## config.mk

```make
export PLATFORM = sky130hd
export DESIGN_NAME = lbed_div
export DESIGN_NICKNAME = d
export VERILOG_FILES = /design/src/design/lbed_div.sv
export SDC_FILE = /design/constraint.sdc
export NUM_CORES = 2
export LEC_CHECK = 0
export BUFFER_PORTS_ARGS = -buffer_cell sky130_fd_sc_hd__buf_2
export CAP_MARGIN = 0
export CORE_MARGIN = 10
export CORE_UTILIZATION = 35
export DETAILED_ROUTE_END_ITERATION = 6
export HOLD_SLACK_MARGIN = 0.05
export PLACE_DENSITY_LB_ADDON = 0.1
export SLEW_MARGIN = 10
export SYNTH_ARGS = -nofsm -noshare
export SYNTH_HDL_FRONTEND = slang
export SYNTH_SLANG_ARGS = --single-unit
```

## constraint.sdc

```tcl
create_clock -name clk -period 18.6 [get_ports clk]
set_input_delay 0 -clock clk [delete_from_list [all_inputs] [get_ports clk]]
set_output_delay 0 -clock clk [all_outputs]
set_load 0.02 [all_outputs]
```

## src/design/lbed_div.sv

```systemverilog
// Pipelined restoring divider, quotient clamped to 2^20, six register stages.
// Zero divisor saturates, negative divisor gives zero. No dependencies.
module lbed_div (
	input  logic               clk,
	input  logic               en,
	input  logic        [45:0] num,
	input  logic signed [31:0] den,
	output logic        [20:0] quot
);

	typedef enum logic [1:0] {
		DM_NORMAL = 2'd0,
		DM_SAT    = 2'd1,
		DM_ZERO   = 2'd2
	} div_mode_t;

	typedef struct packed {
		logic [50:0] rem;
		logic [19:0] q;
	} div_acc_t;

	function automatic div_acc_t steps4(input div_acc_t acc_in, input logic [30:0] dm,
		input int hi);
		div_acc_t    acc;
		logic [50:0] sub;
		acc = acc_in;
		for (int i = 0; i < 4; i++) begin
			sub = 51'(dm) << (hi - i);
			if (acc.rem >= sub) begin
				acc.rem       = acc.rem - sub;
				acc.q[hi - i] = 1'b1;
			end
		end
		return acc;
	endfunction

	div_mode_t   mode_c;
	div_acc_t    acc_s   [1:5];
	logic [30:0] dm_s    [1:5];
	div_mode_t   mode_s  [1:5];
	div_acc_t    last_c;
	logic [20:0] q_s6;

	always_comb begin
		if (den == 32'sd0) begin
			mode_c = DM_SAT;
		end else if (den[31]) begin
			mode_c = DM_ZERO;
		end else if (51'(num) >= (51'(den[30:0]) << 20)) begin
			mode_c = DM_SAT;
		end else begin
			mode_c = DM_NORMAL;
		end
	end

	assign last_c = steps4(acc_s[5], dm_s[5], 3);

	always_ff @(posedge clk) begin
		if (en) begin
			acc_s[1]  <= '{rem: 51'(num), q: 20'd0};
			dm_s[1]   <= den[30:0];
			mode_s[1] <= mode_c;
			for (int j = 2; j <= 5; j++) begin
				acc_s[j]  <= steps4(acc_s[j-1], dm_s[j-1], 19 - 4 * (j - 2));
				dm_s[j]   <= dm_s[j-1];
				mode_s[j] <= mode_s[j-1];
			end
			case (mode_s[5])
				DM_SAT:    q_s6 <= 21'h100000;
				DM_ZERO:   q_s6 <= 21'd0;
				DM_NORMAL: q_s6 <= {1'b0, last_c.q};
				default:   q_s6 <= 21'd0;
			endcase
		end
	end

	assign quot = q_s6;

endmodule
```

==> reports/metrics.yaml <==
fin_skew_ns: 0.0507
rsz0062_at_grt: "no"
layout.cells.most_common_list: "723 x nand2_1, 642 x ha_1, 594 x a21oi_1"
ioPinCount: 101
maxSlewHeadroom_pct: 20.5
worstHoldPathType: "input pin to flip-flop"
yosysSeqAreaShare_pct: 25.2
cap_violations: 0
end_kind: "flip-flop"
finalCritPeriodShare_pct: 92.0
multi_input_area_um2: 40100
r2r-start: "dm_s[0][125]"
ff_latch_area_um2: 14300
cp_top_family: "compound AO/OA/AOI/OAI gates"
finish.utilization_pct: 39.0
vias_per_cell: 5.63
ys_ff_latch: 476
cts_tree: "yes"
htreeDepth: 2
die_w_um: 422
drt-total-wl_mm: 201
reg2reg_depth: 64
synth_top_family_by_area: "compound AO/OA/AOI/OAI gates"
hold_ws_ns: 0.101
start_util_pct: 35.2
core_area_um2: 161000
hold_depth: 2
cpPeakStageDelay_ns: 0.58
synth_cells: 6920
final-hold-violation-count: 0
cp-endpoint: "acc_s[0][412]"
wl_per_cell_um: 21.7
grt_pass1_vias: 50000
yosys.area_share.adder_pct: 14.9
path_clk_slew_ns: 0.06
layout_min_cycle_time_ns: 17.12
slew_violations: 0
syn_area_per_cell_um2: 8.18
outcome: "completed"
hp-start: "num[22]"
clk_latency_ns: 0.68
cts_sinks: 476
vias: 52300
ant_nets: 0
fmax_ghz: 0.0584
cts_buffer_depth: 3
drive_gt1_share_pct: 6.75
synth.area.mux_share_pct: 2.85
die-area_um2: 178000
synth_compound_area_share_pct: 24.2
clock-root-buffer: "clkbuf_16"
worst_pin_slew_ns: 1.19
grt-ovfl-total: 0
r2r-end: "acc_s[0][412]"
tns_ns: 0
startpoint: "dm_s[0][125]"
rows: 147
synth_xor_area_share_pct: 8.67
die_y_um: 422
ys_types: 115
drt_iter0_markers: 4187
path_class: "flip-flop to flip-flop"
grt_pass1_wl_mm: 303
synth-edff-count: 476
worstPathMaxFanout: 34
cp_data_arrival_time_ns: 17.53
finalInstanceArea_um2: 62700
synth_top_area_share_pct: 25.2
synth_area_um2: 56600
io_buffers: 100
final_common_cell: "nand2_1"
start_kind: "flip-flop"
grt_max_degree: 164
yosys.area.top_type: "edfxtp_1"
dp_hpwl_mm: 165
path_buf_inv: 9
r2r_setup_slack_ns: 1.48
required_ns: 19.02
place_area_um2: 59500
synth_fp_nets: 7661
drtPass1Iterations: 6
area_delta_synth_final_pct: 10.6
slowest_stage: "edfxtp_1"
final_nets: 7817
drc: 0
async_reset_ff_share_pct: 0
finalWeightedCongestion: 0.923
yosys_warnings: 0
cts_made_buffers: 58
grt_usage_pct: 21.5
fillCellCount: 16500
antenna_found_initial: 5
synthTopCellsByArea: "edfxtp_1 25%, ha_1 14%, xnor2_1 5.5%, a21oi_1 5.2%, o21ai_0 5.0%"
ys.flop_type: "edfxtp_1"
path_depth: 64
setup_viol: 0
synth_simple_gate_area_share_pct: 20.0
cp_common_cell: "a21o_1"
[area by class of cell]
class	count	share of cell area (%)
diodes	1	0.00399
clock buffers	68	2.38
clock inverters	37	0.599
inverters	440	2.65
multi-input cells	5832	63.9
flip-flops and latches	476	22.8
well taps	2160	4.31
repair buffers	267	3.31
repair inverters	1	0.0120
[Yosys cell counts (all sizes together) (13+ instances only)]
cell / count
a211o: 13
a21boi: 60
nor2b: 96
xnor2: 356
buf: 43
xor2: 204
inv: 438
a21oi: 597
o21ai: 570
a221oi: 15
and4: 25
clkbuf: 130
o211ai: 50
o31ai: 80
nand3: 146
mux2i: 37
o21bai: 68
mux2: 108
and2: 58
o31a: 28
edfxtp: 476
a41oi: 13
nor3b: 16
nor3: 173
or4: 26
or3: 62
a2111oi: 20
o21a: 91
nor4: 81
nand2b: 97
or2: 42
a21o: 311
nor2: 498
fa: 19
a31oi: 68
and3: 59
nand4: 134
nand2: 723
nand3b: 18
ha: 642
a211oi: 49
o2111ai: 13
[worst min-delay path by stage]
stage	endpoint	slack, ns
finish	acc_s[0][113]	0.10
global placement	acc_s[0][98]	0.20
detailed placement	acc_s[0][98]	0.20
floorplan	acc_s[0][100]	0.1
CTS	dm_s[0][48]	0.05
global route	acc_s[0][113]	0.07
[what timing repair did]
action                                  in CTS  in global routing
resized for setup                            0                 19
endpoints found under the setup margin       0                132
hold buffers                               112                  0
setup buffers                                0                 10
hold endpoints to repair                   150                  0
[worst reg2reg max path: cells and delay by family (launching register included)]
kind,cells,cell delay [ns]
flip-flops,1,0.58
adder cells (fa/ha/maj),4,1.56
AO/OA/AOI/OAI,31,8.18
multiplexers,1,0.36
buffers and inverters,9,1.89
XOR/XNOR,1,0.11
AND/OR/NAND/NOR,18,4.21
[registers in the layout (all words and copies together) (netlist names)]
signal / flops
acc_s: 290
quot: 21
dm_s: 155
mode_s: 10
[cell families (layout without fill, tap and decap cells)]
kind of cell,after synthesis,in the layout
XOR/XNOR,560,560
AND/OR/NAND/NOR,2300,2301
multiplexers,145,145
adder cells (fa/ha/maj),661,661
AO/OA/AOI/OAI,2165,2165
flip-flops,476,476
other,0,1
buffers and inverters,613,813
[metal layers]
layer,track usage [%],share of wire (%),up-vias
met5,0,0.0065,-
met4,6.17,3.1,2
met3,2.13,3.9,264
met2,37.5,48,1237
met1,28.0,45,24800
li1,-,-,26000
[stage by stage]
step / worst slack, ns / std cells
finish: 1.48 / 9282
global route: 0.00918 / 9281
CTS: 0.695 / 9269
detailed placement: 0.818 / 9052
global placement: 0.883 / 9052
floorplan: 2.36 / 6920
Power is not shown: default switching activity piles up to over one toggle a cycle in this logic, so the estimate is an artifact.
